File: src/hdl/chs_pkg.sv
// ----------------------------------------------------------------------------
// chs_pkg: shared types and constants for the chained hash set
// Sizes of the bucket table and the node pool, and the front-to-back record.
// ----------------------------------------------------------------------------
package chs_pkg;

	localparam int MaxBuckets = 1024;
	localparam int PoolNodes  = 4096;
	localparam int BktW       = $clog2(MaxBuckets);
	localparam int NodeW      = $clog2(PoolNodes);
	localparam int CntW       = NodeW + 1;
	localparam int CfgW       = 11;
	localparam int KeyW       = 64;
	localparam logic [CfgW-1:0] CfgReset = CfgW'(97);

	typedef enum logic {
		OP_INSERT = 1'b0,
		OP_LOOKUP = 1'b1
	} op_t;

	// one classified beat handed from the front to the back
	typedef struct packed {
		op_t             op;
		logic [KeyW-1:0] key;
		logic [BktW-1:0] bucket;
	} job_t;

	typedef enum logic [2:0] {
		BK_CLEAR,
		BK_IDLE,
		BK_HEAD,
		BK_NODE,
		BK_CMP,
		BK_OUT
	} bk_state_t;

	typedef enum logic [1:0] {
		FR_IDLE,
		FR_DIV,
		FR_PUSH
	} fr_state_t;

endpackage

File: src/hdl/chs_queue.sv
// ----------------------------------------------------------------------------
// chs_queue: two-entry job queue
// Decouple the front from the back so each side stalls on its own.
// ----------------------------------------------------------------------------
module chs_queue (
	input  logic          clk,
	input  logic          arst_n,
	input  logic          wr_valid,
	output logic          wr_stall,
	input  chs_pkg::job_t wr_job,
	output logic          rd_valid,
	input  logic          rd_stall,
	output chs_pkg::job_t rd_job
);

	chs_pkg::job_t slot_q [2];
	logic          wp_q, rp_q;
	logic [1:0]    cnt_q;
	logic          push, pop;

	assign wr_stall = (cnt_q == 2'd2);
	assign rd_valid = (cnt_q != 2'd0);
	assign rd_job   = slot_q[rp_q];
	assign push     = wr_valid && !wr_stall;
	assign pop      = rd_valid && !rd_stall;

	always_ff @(posedge clk or negedge arst_n) begin
		if (!arst_n) begin
			wp_q  <= 1'b0;
			rp_q  <= 1'b0;
			cnt_q <= 2'd0;
		end else begin
			if (push) wp_q <= !wp_q;
			if (pop)  rp_q <= !rp_q;
			cnt_q <= cnt_q + 2'(push) - 2'(pop);
		end
	end

	always_ff @(posedge clk) begin
		if (push) slot_q[wp_q] <= wr_job;
	end

endmodule

File: config.mk
export PLATFORM = sky130hd
export DESIGN_NAME = chs_queue
export DESIGN_NICKNAME = d
export VERILOG_FILES = /design/src/hdl/chs_pkg.sv /design/src/hdl/chs_queue.sv
export SDC_FILE = /design/constraint.sdc
export NUM_CORES = 1
export LEC_CHECK = 0
export BUFFER_PORTS_ARGS = -buffer_cell sky130_fd_sc_hd__buf_2
export CAP_MARGIN = 25
export CORE_MARGIN = 5
export CORE_UTILIZATION = 55
export CTS_CLUSTER_DIAMETER = 120
export CTS_CLUSTER_SIZE = 8
export DETAILED_ROUTE_END_ITERATION = 8
export GPL_TIMING_DRIVEN = 0
export PLACE_DENSITY = 0.92
export SLEW_MARGIN = 20
export SYNTH_ARGS = -nofsm -noshare
export SYNTH_HDL_FRONTEND = slang
export SYNTH_SLANG_ARGS = --single-unit
File: constraint.sdc
create_clock -name clk -period 7.1 [get_ports clk]
set_clock_uncertainty 0.15 [all_clocks]
set_input_delay 0.71 -clock clk [delete_from_list [all_inputs] [get_ports clk]]
set_output_delay 0.71 -clock clk [all_outputs]
set_load 0.005 [all_outputs]
==> metrics.txt <==
# TYPE chip_impl_metric gauge
chip_impl_info{name="status",value="complete, no violations"} 1
chip_impl_metric{name="cellLeakagePower",unit="nW"} 2.89
chip_impl_metric{name="pwr-share-seq",unit=""} 0.432
chip_impl_info{name="ys_top_cells_by_area",value="edfxtp_1 78%, mux2_4 10%, mux2_2 6.8%"} 1
chip_impl_metric{name="syn_nets",unit=""} 332
chip_impl_metric{name="synth_warnings",unit=""} 0
chip_impl_metric{name="finalSetupViolCount",unit=""} 0
chip_impl_metric{name="tritoncts.num_buffers",unit=""} 17
chip_impl_metric{name="cts.repair.resized",unit=""} 0
chip_impl_metric{name="syn_avg_cell_area",unit="µm²"} 23.0
chip_impl_metric{name="finalCriticalPeriod",unit="ps"} 2650
chip_impl_info{name="cpMaxStageDelayCell",value="dfrtp_1"} 1
chip_impl_metric{name="proportion_of_power_drawn_by_combinational_gates",unit=""} 0.302
chip_impl_metric{name="die_h",unit="µm"} 112
chip_impl_metric{name="design.portCount",unit=""} 156
chip_impl_metric{name="synth_top_area_share",unit=""} 0.781
chip_impl_metric{name="power_report.internal_total",unit="mW"} 2.20
chip_impl_metric{name="syn-cell-area",unit="µm²"} 5770
chip_impl_metric{name="gp_congestion",unit=""} 0.720
chip_impl_metric{name="grt_start_max_net_pins",unit=""} 39
chip_impl_info{name="setup.worst_path.start_class",value="flop"} 1
chip_impl_metric{name="tritoncts_num_sinks",unit=""} 154
chip_impl_metric{name="start_util",unit=""} 0.561
chip_impl_metric{name="dp_cells",unit=""} 546
chip_impl_info{name="hold_class",value="primary input to flop"} 1
chip_impl_metric{name="place_worst_setup_slack",unit="ps"} 4800
chip_impl_metric{name="antenna_found_initial",unit=""} 0
chip_impl_metric{name="floorplan.die_area",unit="µm²"} 12600
chip_impl_metric{name="postLayoutSetupSlackWorst",unit="ps"} 4450
chip_impl_metric{name="post_drt_via_cell_ratio",unit=""} 5.09
chip_impl_metric{name="worst-endpoint-required",unit="ps"} 6240
chip_impl_metric{name="clk_transition_reported_paths",unit="ps"} 60
chip_impl_info{name="cts_tree",value="built"} 1
chip_impl_metric{name="seq_area",unit="µm²"} 4600
chip_impl_metric{name="slew_headroom",unit=""} 0.629
chip_impl_metric{name="layout_fillers",unit=""} 693
chip_impl_info{name="endpoint_kind",value="output pin"} 1
chip_impl_metric{name="first_pass_grt_wire_length",unit="mm"} 16.2
chip_impl_info{name="synthDominantAreaCellType",value="edfxtp_1"} 1
chip_impl_metric{name="final-hold-violation-count",unit=""} 0
chip_impl_metric{name="worstPathArrival",unit="ps"} 1790
chip_impl_metric{name="aggregate_negative_setup_slack",unit="ps"} 0
chip_impl_info{name="netlist_top_cells_count",value="150 x edfxtp_1, 40 x mux2_4, 35 x mux2_2, 4 x buf_6, 4 x dfrtp_1"} 1
chip_impl_metric{name="min_period_over_period",unit=""} 0.374
chip_impl_metric{name="final-max-slew-violation-count",unit=""} 0
chip_impl_metric{name="ctsHtreeMaxLevel",unit=""} 4
chip_impl_metric{name="p_sw",unit="mW"} 0.805
chip_impl_metric{name="horizontal_die_dimension",unit="µm"} 112
chip_impl_metric{name="grt_pass1_vias",unit=""} 3230
chip_impl_metric{name="synth_register_bits",unit=""} 154
chip_impl_metric{name="placement.io_buffers",unit=""} 155
chip_impl_info{name="grt_setup_unrepaired",value="false"} 1
chip_impl_metric{name="row_count",unit=""} 37
chip_impl_info{name="clockRootBuffer",value="clkbuf_8"} 1
chip_impl_metric{name="synthArstFlopShare",unit=""} 0.0260
chip_impl_metric{name="ctsLongestPathBuffers",unit=""} 2
chip_impl_metric{name="gr-usage-all-layers",unit=""} 0.170
chip_impl_metric{name="design_area",unit="µm²"} 7360
chip_impl_metric{name="max_freq",unit="MHz"} 377
chip_impl_metric{name="powerDensity",unit="nW/µm²"} 408
chip_impl_metric{name="netSwitchingFraction",unit=""} 0.268
chip_impl_metric{name="multiInputGateArea",unit="µm²"} 1100
chip_impl_info{name="crit_path_cell_trace",value="buf_4, buf_6, mux2_4, buf_2"} 1
chip_impl_metric{name="synth_cells",unit=""} 251
chip_impl_metric{name="ant_nets_after_route",unit=""} 0
chip_impl_metric{name="design.final.nets",unit=""} 511
chip_impl_metric{name="clock_insertion_delay_worst_skew",unit="ps"} 510
chip_impl_metric{name="flow.area_growth_from_synthesis",unit="%"} 27.6
chip_impl_info{name="critPathKind",value="flop to output pin"} 1
chip_impl_metric{name="core_area",unit="µm²"} 10300
chip_impl_metric{name="dr_total_vias",unit=""} 2946
chip_impl_metric{name="wl_per_cell",unit="µm"} 18.0
chip_impl_info{name="synth_flop_cell",value="edfxtp_1"} 1
chip_impl_metric{name="tightestPinTransition",unit="ps"} 557
chip_impl_metric{name="route.final.wire_length",unit="mm"} 10.4
chip_impl_metric{name="vdd_drop_max",unit="µV"} 199
chip_impl_metric{name="layout.cells.non_filler",unit=""} 579
chip_impl_metric{name="insertedDiodeCount",unit=""} 0
chip_impl_metric{name="grt-ovfl-total",unit=""} 0
chip_impl_metric{name="part_of_the_yosys_area_used_for_sequential_elements",unit=""} 0.798
chip_impl_info{name="synth.most_common_cell",value="edfxtp_1"} 1
chip_impl_metric{name="synth_edf_count",unit=""} 150
chip_impl_metric{name="maxcap_viol_count",unit=""} 0
chip_impl_metric{name="share_clk_of_total_power",unit=""} 0.265
chip_impl_metric{name="initialDrtViolationCount",unit=""} 115
chip_impl_metric{name="detailed_place.area",unit="µm²"} 6820
chip_impl_metric{name="synth_cell_type_count",unit=""} 17
chip_impl_metric{name="firstDrtPassIters",unit=""} 4
chip_impl_metric{name="cpPeakStageDelay",unit="ps"} 390
chip_impl_metric{name="post_route_cells_drive_above_1_share",unit=""} 0.614
chip_impl_metric{name="detailed_place_hpwl",unit="mm"} 7.31
chip_impl_metric{name="drc_errors",unit=""} 0
chip_impl_metric{name="crit_path_max_fanout",unit=""} 10
## worst paths after layout
| kind | from | slack (ps) | cells after the start | end |
|---|---|---|---|---|
| max | rp_q | 4450 | 4 | rd_job[41] |
| min | wr_job[23] | 230 | 1 | slot_q[0][23] |
| max reg2reg | cnt_q[1] | 5080 | 5 | slot_q[0][1] |
| min reg2reg | cnt_q[0] | 370 | 1 | cnt_q[0] |
| max in group asynchronous | arst_n | 6290 | 2 | cnt_q[1] |
| min in group asynchronous | arst_n | 380 | 2 | cnt_q[0] |
## registers in the layout (all words and copies together), names as in the netlist
name    count
slot_q    150
cnt_q       2
rp_q        1
wp_q        1
## worst max-delay path, delay by kind of cell (launching register included)
| kind | cells | cell delay (ps) |
|---|---|---|
| DFF | 1 | 390 |
| muxes | 1 | 320 |
| buffers and inverters | 3 | 580 |
## power groups by stage
stage          logic (mW)  clock network, mW  registers [mW]
2_1_floorplan       0.562                  0            1.32
3_3_place_gp        0.857                  0            1.33
3_5_place_dp        0.924                  0            1.32
4_1_cts             0.929              0.808            1.30
5_1_grt             0.980              0.853            1.32
6_report            0.908              0.797            1.30
## stage by stage
stage,hold WS [ps],power [mW],utilization
final,232,3.00,0.716
after global routing,199,3.15,0.716
after CTS,205,3.04,0.716
after detailed placement,355,2.24,0.664
after global placement,326,2.19,0.653
after floorplan,264,1.88,-
## cell families (layout without fill, tap and decap cells)
group	Yosys count	after routing	synth area share
simple gates	6	6	0.00607
mux	75	75	0.172
fa+ha+maj	2	2	0.00434
xor+xnor	4	4	0.00607
buf+inv	10	202	0.0130
flops	154	154	0.798
## cells in the final DEF, fill, tap and decap left out, types with 2 or more instances in the layout
master and n:
buf_12 2, buf_16 2, buf_2 158, buf_6 4, clkbuf_1 4, clkbuf_16 16
clkinv_1 2, clkinv_4 2, clkinvlp_4 6, dfrtp_1 4, edfxtp_1 150, ha_1 2
inv_1 2, mux2_2 35, mux2_4 40, xnor2_1 3
## cell type report
| class | instances | share of cell area |
|---|---|---|
| clock inverter | 11 | 0.0136 |
| tap | 136 | 0.0231 |
| multi-input combinational | 87 | 0.150 |
| clock buffer | 21 | 0.0583 |
| inverter | 2 | 0.00102 |
| sequential | 154 | 0.625 |
| buffer | 8 | 0.00918 |
| timing repair buffer | 160 | 0.120 |
## routing by layer
metal | wire [µm] | part of all wire | global-route usage
met2 | 5720 | 0.55 | 0.306
met1 | 3900 | 0.38 | 0.186
met5 | 0 | 0 | 0
met3 | 654 | 0.063 | 0.0518
met4 | 124 | 0.012 | 0.0697
## timing repair
item	4_1_cts	5_1_grt
hold buffers	1	0
hold endpoints to repair	4	0
setup buffers	0	0
Power figures use the tool's default switching activity.
