<file path="src/hdl/chs_pkg.sv">
// ----------------------------------------------------------------------------
// chs_pkg: shared types and constants for the chained hash set
// Sizes of the bucket table and the node pool, and the front-to-back record.
// ----------------------------------------------------------------------------
package chs_pkg;

	localparam int MaxBuckets = 1024;
	localparam int PoolNodes  = 4096;
	localparam int BktW       = $clog2(MaxBuckets);
	localparam int NodeW      = $clog2(PoolNodes);
	localparam int CntW       = NodeW + 1;
	localparam int CfgW       = 11;
	localparam int KeyW       = 64;
	localparam logic [CfgW-1:0] CfgReset = CfgW'(97);

	typedef enum logic {
		OP_INSERT = 1'b0,
		OP_LOOKUP = 1'b1
	} op_t;

	// one classified beat handed from the front to the back
	typedef struct packed {
		op_t             op;
		logic [KeyW-1:0] key;
		logic [BktW-1:0] bucket;
	} job_t;

	typedef enum logic [2:0] {
		BK_CLEAR,
		BK_IDLE,
		BK_HEAD,
		BK_NODE,
		BK_CMP,
		BK_OUT
	} bk_state_t;

	typedef enum logic [1:0] {
		FR_IDLE,
		FR_DIV,
		FR_PUSH
	} fr_state_t;

endpackage

</file>
<file path="src/hdl/chs_front.sv">
// ----------------------------------------------------------------------------
// chs_front: input stage
// Accept a beat and reduce |key| modulo the bucket count, one bit per cycle.
// ----------------------------------------------------------------------------
module chs_front (
	input  logic                      clk,
	input  logic                      arst_n,
	input  logic                      in_valid,
	output logic                      in_stall,
	input  logic                      operation,
	input  logic [chs_pkg::KeyW-1:0]  key,
	input  logic [chs_pkg::CfgW-1:0]  bucket_count,
	output logic                      job_valid,
	input  logic                      job_stall,
	output chs_pkg::job_t             job
);

	localparam int KeyW = chs_pkg::KeyW;
	localparam int BktW = chs_pkg::BktW;
	localparam int BitW = $clog2(KeyW);

	chs_pkg::fr_state_t state_q, state_d;
	logic [KeyW-1:0]  key_q;
	logic [KeyW-1:0]  mag_q;
	logic [BktW:0]    rem_q;
	logic [BktW:0]    div_q;
	logic [BitW-1:0]  bit_q;
	chs_pkg::op_t     op_q;

	logic [BktW:0]    div_eff;
	logic [BktW+1:0]  shifted;
	logic [BktW+1:0]  diff;
	logic [KeyW-1:0]  mag_in;

	always_comb begin
		if (bucket_count == '0) begin
			div_eff = (BktW+1)'(1);
		end else if (32'(bucket_count) > 32'(chs_pkg::MaxBuckets)) begin
			div_eff = (BktW+1)'(chs_pkg::MaxBuckets);
		end else begin
			div_eff = (BktW+1)'(bucket_count);
		end
	end

	// the most negative key negates to itself; force its magnitude to zero
	always_comb begin
		if (key == {1'b1, {(KeyW-1){1'b0}}}) begin
			mag_in = '0;
		end else if (key[KeyW-1]) begin
			mag_in = -key;
		end else begin
			mag_in = key;
		end
	end

	assign shifted = {rem_q, mag_q[KeyW-1]};
	assign diff    = shifted - {1'b0, div_q};

	assign in_stall  = (state_q != chs_pkg::FR_IDLE);
	assign job_valid = (state_q == chs_pkg::FR_PUSH);
	assign job.op     = op_q;
	assign job.key    = key_q;
	assign job.bucket = rem_q[BktW-1:0];

	always_comb begin
		state_d = state_q;
		unique case (state_q)
			chs_pkg::FR_IDLE: begin
				if (in_valid) state_d = chs_pkg::FR_DIV;
			end
			chs_pkg::FR_DIV: begin
				if (bit_q == BitW'(KeyW-1)) state_d = chs_pkg::FR_PUSH;
			end
			chs_pkg::FR_PUSH: begin
				if (!job_stall) state_d = chs_pkg::FR_IDLE;
			end
			default: state_d = chs_pkg::FR_IDLE;
		endcase
	end

	always_ff @(posedge clk or negedge arst_n) begin
		if (!arst_n) begin
			state_q <= chs_pkg::FR_IDLE;
		end else begin
			state_q <= state_d;
		end
	end

	always_ff @(posedge clk) begin
		if (state_q == chs_pkg::FR_IDLE && in_valid) begin
			key_q <= key;
			mag_q <= mag_in;
			op_q  <= chs_pkg::op_t'(operation);
			div_q <= div_eff;
			rem_q <= '0;
			bit_q <= '0;
		end else if (state_q == chs_pkg::FR_DIV) begin
			// restoring division: shift in one dividend bit, subtract if it fits
			if (!diff[BktW+1]) begin
				rem_q <= diff[BktW:0];
			end else begin
				rem_q <= shifted[BktW:0];
			end
			mag_q <= {mag_q[KeyW-2:0], 1'b0};
			bit_q <= bit_q + BitW'(1);
		end
	end

endmodule

</file>
<file path="config.mk">
export PLATFORM = sky130hd
export DESIGN_NAME = chs_front
export DESIGN_NICKNAME = d
export VERILOG_FILES = /design/src/hdl/chs_pkg.sv /design/src/hdl/chs_front.sv
export SDC_FILE = /design/constraint.sdc
export NUM_CORES = 1
export LEC_CHECK = 0
export CORE_ASPECT_RATIO = 0.75
export CORE_UTILIZATION = 64
export DETAILED_ROUTE_END_ITERATION = 8
export DONT_BUFFER_PORTS = 1
export GPL_TIMING_DRIVEN = 0
export PLACE_DENSITY = 0.8
export RECOVER_POWER = 50
export SLEW_MARGIN = 20
export SYNTH_ARGS = -nofsm -noshare
export SYNTH_HDL_FRONTEND = slang
export SYNTH_SLANG_ARGS = --single-unit
</file>
<file path="constraint.sdc">
create_clock -name clk -period 7.3 [get_ports clk]
set_input_delay 0.365 -clock clk [delete_from_list [all_inputs] [get_ports clk]]
set_output_delay 0.365 -clock clk [all_outputs]
set_load 0.01 [all_outputs]
</file>
==> flow_metrics.py <==
metrics = {
    "global_routing": {
        "overflow": 0,
        "grt_start_max_net_pins": 58,
        "grt.total_usage_pct": 28.82,
        "antenna_found_initial": 0,
        "grt_pass1_wl_mm": 27.25,
        "grt_pass1_vias": 5358,
    },
    "setup_path": {
        "crit_arrival_ns": 4.08,
        "slowest_delay_ns": 1.58,
        "critPathKind": "flop to flop",
        "cp.required_ns": 7.40,
        "worst-path-buf-inv": 5,
        "cpMostUsedCell": "nor2_1",
        "cp-start-kind": "flop",
        "crit_fanout": 57,
        "end_kind": "flop",
        "crit_chain": "nor2_1 > nand2_1 > inv_1 > clkbuf_1 > buf_12 > nor2_1 > inv_4 > buf_16",
        "cp_slowest_cell": "clkbuf_1",
        "cpLargestDelayFamily": "buffers and inverters",
    },
    "synthesis": {
        "yosysWarnings": 0,
        "syn_area_um2": 7799,
        "dominantRegCellSynth": "edfxtp_1",
        "synth-seq-area-share_pct": 58.91,
        "syn_inst": 676,
        "synth_edf_count": 140,
        "synth_common_cells": "140 x edfxtp_1, 96 x nand2_1, 76 x o21ai_0, 63 x xor2_1, 31 x nor2_1",
        "avgSynthCellArea_um2": 11.54,
        "ys_types": 53,
        "synth_seq_cells": 159,
        "synth-async-reset-ratio_pct": 1.258,
        "yosysTopAreaCell": "edfxtp_1",
        "synth_top_area_share_pct": 53.91,
        "synth_most_common_cell": "edfxtp_1",
        "synth.area.top_cells": "edfxtp_1 54%, xor2_1 7.1%, o21ai_0 4.9%, nand2_1 4.6%, dfxtp_1 4.4%",
        "synth.net_count": 770,
    },
    "routing": {
        "first_pass_iters": 5,
        "vias": 5495,
        "wirelength_mm": 17.27,
        "routedWlPerCell_um": 19.78,
        "ant_nets": 0,
        "viasPerCell": 6.294,
        "drc": 0,
        "first_iter_violations": 568,
    },
    "floorplanning": {
        "dieWidth_um": 129.5,
        "start_util_pct": 66.42,
        "die_height_um": 97.60,
        "ios": 157,
        "die_area_um2": 12640,
        "coreArea_um2": 11740,
        "num_rows": 34,
    },
    "pwr": {
        "power_density_nw_per_um2": 359.1,
        "sw_frac_of_total_pct": 30.48,
        "switching_power_mw": 0.9405,
        "seq_power_share_pct": 47.1,
        "combPwrFrac_pct": 24.8,
        "power_frac_clock_pct": 28.1,
        "ir_drop_uv": 203.2,
        "p_leak_nw": 3.132,
        "intPower_mw": 2.145,
    },
    "min_path": {
        "hold_class": "primary input to flop",
    },
    "final_layout": {
        "regArea_um2": 4594,
        "nets": 792,
        "multi_input_area_um2": 2932,
        "area_delta_synth_final_pct": 10.17,
        "antenna-diode-count": 0,
        "drive_gt1_share_pct": 7.876,
        "design_area_um2": 8592,
        "fillers": 817,
    },
    "cts": {
        "clkLatencyLatePin_ns": 0.43,
        "clock_sinks": 159,
        "clk_pin_slew_ns": 0.07,
        "cts_max_level": 4,
        "cts_made_buffers": 17,
        "cts_tree": "yes",
        "cts_setup_buffers": 0,
        "clockBufferDepth": 2,
        "root_buffer": "clkbuf_16",
        "cts_resized": 0,
    },
    "sta": {
        "slew_viol_final": 42,
        "max_freq_mhz": 251.2,
        "fin_crit_sh_pct": 54.53,
        "period_minus_slack_ns": 3.980,
        "tightestPinTransition_ns": 2.198,
        "rsz0062_at_grt": "false",
        "finalHoldViolCount": 0,
        "fin_ws_ns": 3.320,
        "relSlewSlack_pct": -46.55,
        "clock_skew_ns": 0.007752,
        "setup_viol": 0,
    },
    "placed_design": {
        "hpwlAfterDp_mm": 11.83,
        "portBuffers": 0,
        "dp_slack_ns": 4.218,
        "post_dp_cell_area_um2": 8055,
        "gp_congestion": 0.8797,
    },
    "outcome": {
        "status": "complete, but fails checks",
        "violations": "max-capacitance violations, max-slew violations",
    },
    "job": {
        "maxCapViolations": 1,
    },
}
[what timing repair did]
| action | CTS | global route |
|---|---|---|
| hold endpoints to repair | 2 | 0 |
| hold buffers | 1 | 0 |
| setup endpoints to repair | 0 | 0 |
[cell usage in the layout, fill, tap and decap left out, types with 3 or more instances in the layout]
cell type / instances
clkbuf_16: 17
nor2b_1: 13
a21oi_1: 5
nor2_1: 31
xnor2_1: 9
nand3_1: 8
inv_1: 21
nand4_1: 4
clkinvlp_4: 3
o41ai_1: 4
o21ai_1: 21
o31ai_1: 22
a22o_1: 3
nor4_1: 8
nand2b_1: 4
buf_2: 5
or4_1: 5
nor4_4: 3
nor3_1: 8
ha_1: 13
clkbuf_1: 34
o41ai_2: 3
or3_1: 11
clkinv_4: 3
or4_4: 3
edfxtp_1: 140
nand2_1: 96
a211oi_1: 6
mux2i_1: 12
o21ai_0: 76
xor2_1: 63
dfxtp_1: 17
[power groups by stage]
stage / Sequential, mW / Combinational (mW) / Clock (mW)
detailed placement: 1.47 / 0.770 / 0
global placement: 1.46 / 0.717 / 0
finish: 1.45 / 0.765 / 0.866
CTS: 1.45 / 0.783 / 0.871
global route: 1.48 / 0.860 / 0.912
floorplan: 1.43 / 0.617 / 0
[cell type report]
| cell class | count | area share (%) |
|---|---|---|
| timing repair buffer | 3 | 0.6699 |
| inverter | 22 | 0.9902 |
| buffer | 38 | 1.733 |
| tap | 162 | 2.359 |
| sequential | 159 | 53.47 |
| clock buffer | 19 | 5.039 |
| multi-input combinational | 457 | 34.12 |
| clock inverter | 13 | 1.616 |
[layer usage]
layer  routed length (um)  share of wire (%)  track usage (%)
met1                 7312                 42            39.47
met2                 8154                 47            44.58
met3                 1572                9.1            8.040
met4                  229                1.3            9.213
met5                    0                  0                0
[worst paths after layout]
check                                         end                   start  cells past startpoint  slack (ns)
max                           mag_q[34]$_DFFE_PP_  state_q[1]$_DFFE_PN0P_                      8        3.32
max reg2reg                   mag_q[34]$_DFFE_PP_  state_q[1]$_DFFE_PN0P_                      8        3.32
min                           key_q[58]$_DFFE_PP_                 key[58]                      0        0.03
max in group asynchronous  state_q[1]$_DFFE_PN0P_                  arst_n                      1        7.01
min reg2reg                 rem_q[6]$_SDFFE_PP0P_   rem_q[6]$_SDFFE_PP0P_                      2        0.50
min in group asynchronous  state_q[0]$_DFFE_PN0P_                  arst_n                      1        0.16
[metrics by stage]
| step | util (%) | hold slack [ns] | TNS (ns) | std cells | total power [mW] |
|---|---|---|---|---|---|
| after global routing | 73.18 | 0.008585 | 0 | 873 | 3.250 |
| after detailed placement | 68.61 | 0.06948 | 0 | 840 | 2.238 |
| after global placement | 68.15 | 0.06946 | -4.112 | 838 | 2.176 |
| final | 73.18 | 0.02711 | 0 | 873 | 3.086 |
| after CTS | 73.56 | 0.01871 | 0 | 873 | 3.106 |
| after floorplan | - | 0.06941 | 0 | 676 | 2.050 |
[state kept, by name (all words and copies together), names as in the netlist]
signal / flops
key_q: 64
mag_q: 64
div_q: 11
rem_q: 11
bit_q: 6
state_q: 2
op_q: 1
[logic make-up (layout without fill, tap and decap cells)]
kind of cell	after synthesis	after routing	share of synthesized area [%]
AND/OR/NAND/NOR	206	206	13.52
buffers and inverters	60	95	3.497
adder cells (fa/ha/maj)	14	14	2.342
AO/OA/AOI/OAI	153	153	12.10
multiplexers	12	12	1.540
flip-flops	159	159	58.91
XOR/XNOR	72	72	8.086
(Power assumes the default switching activity.)
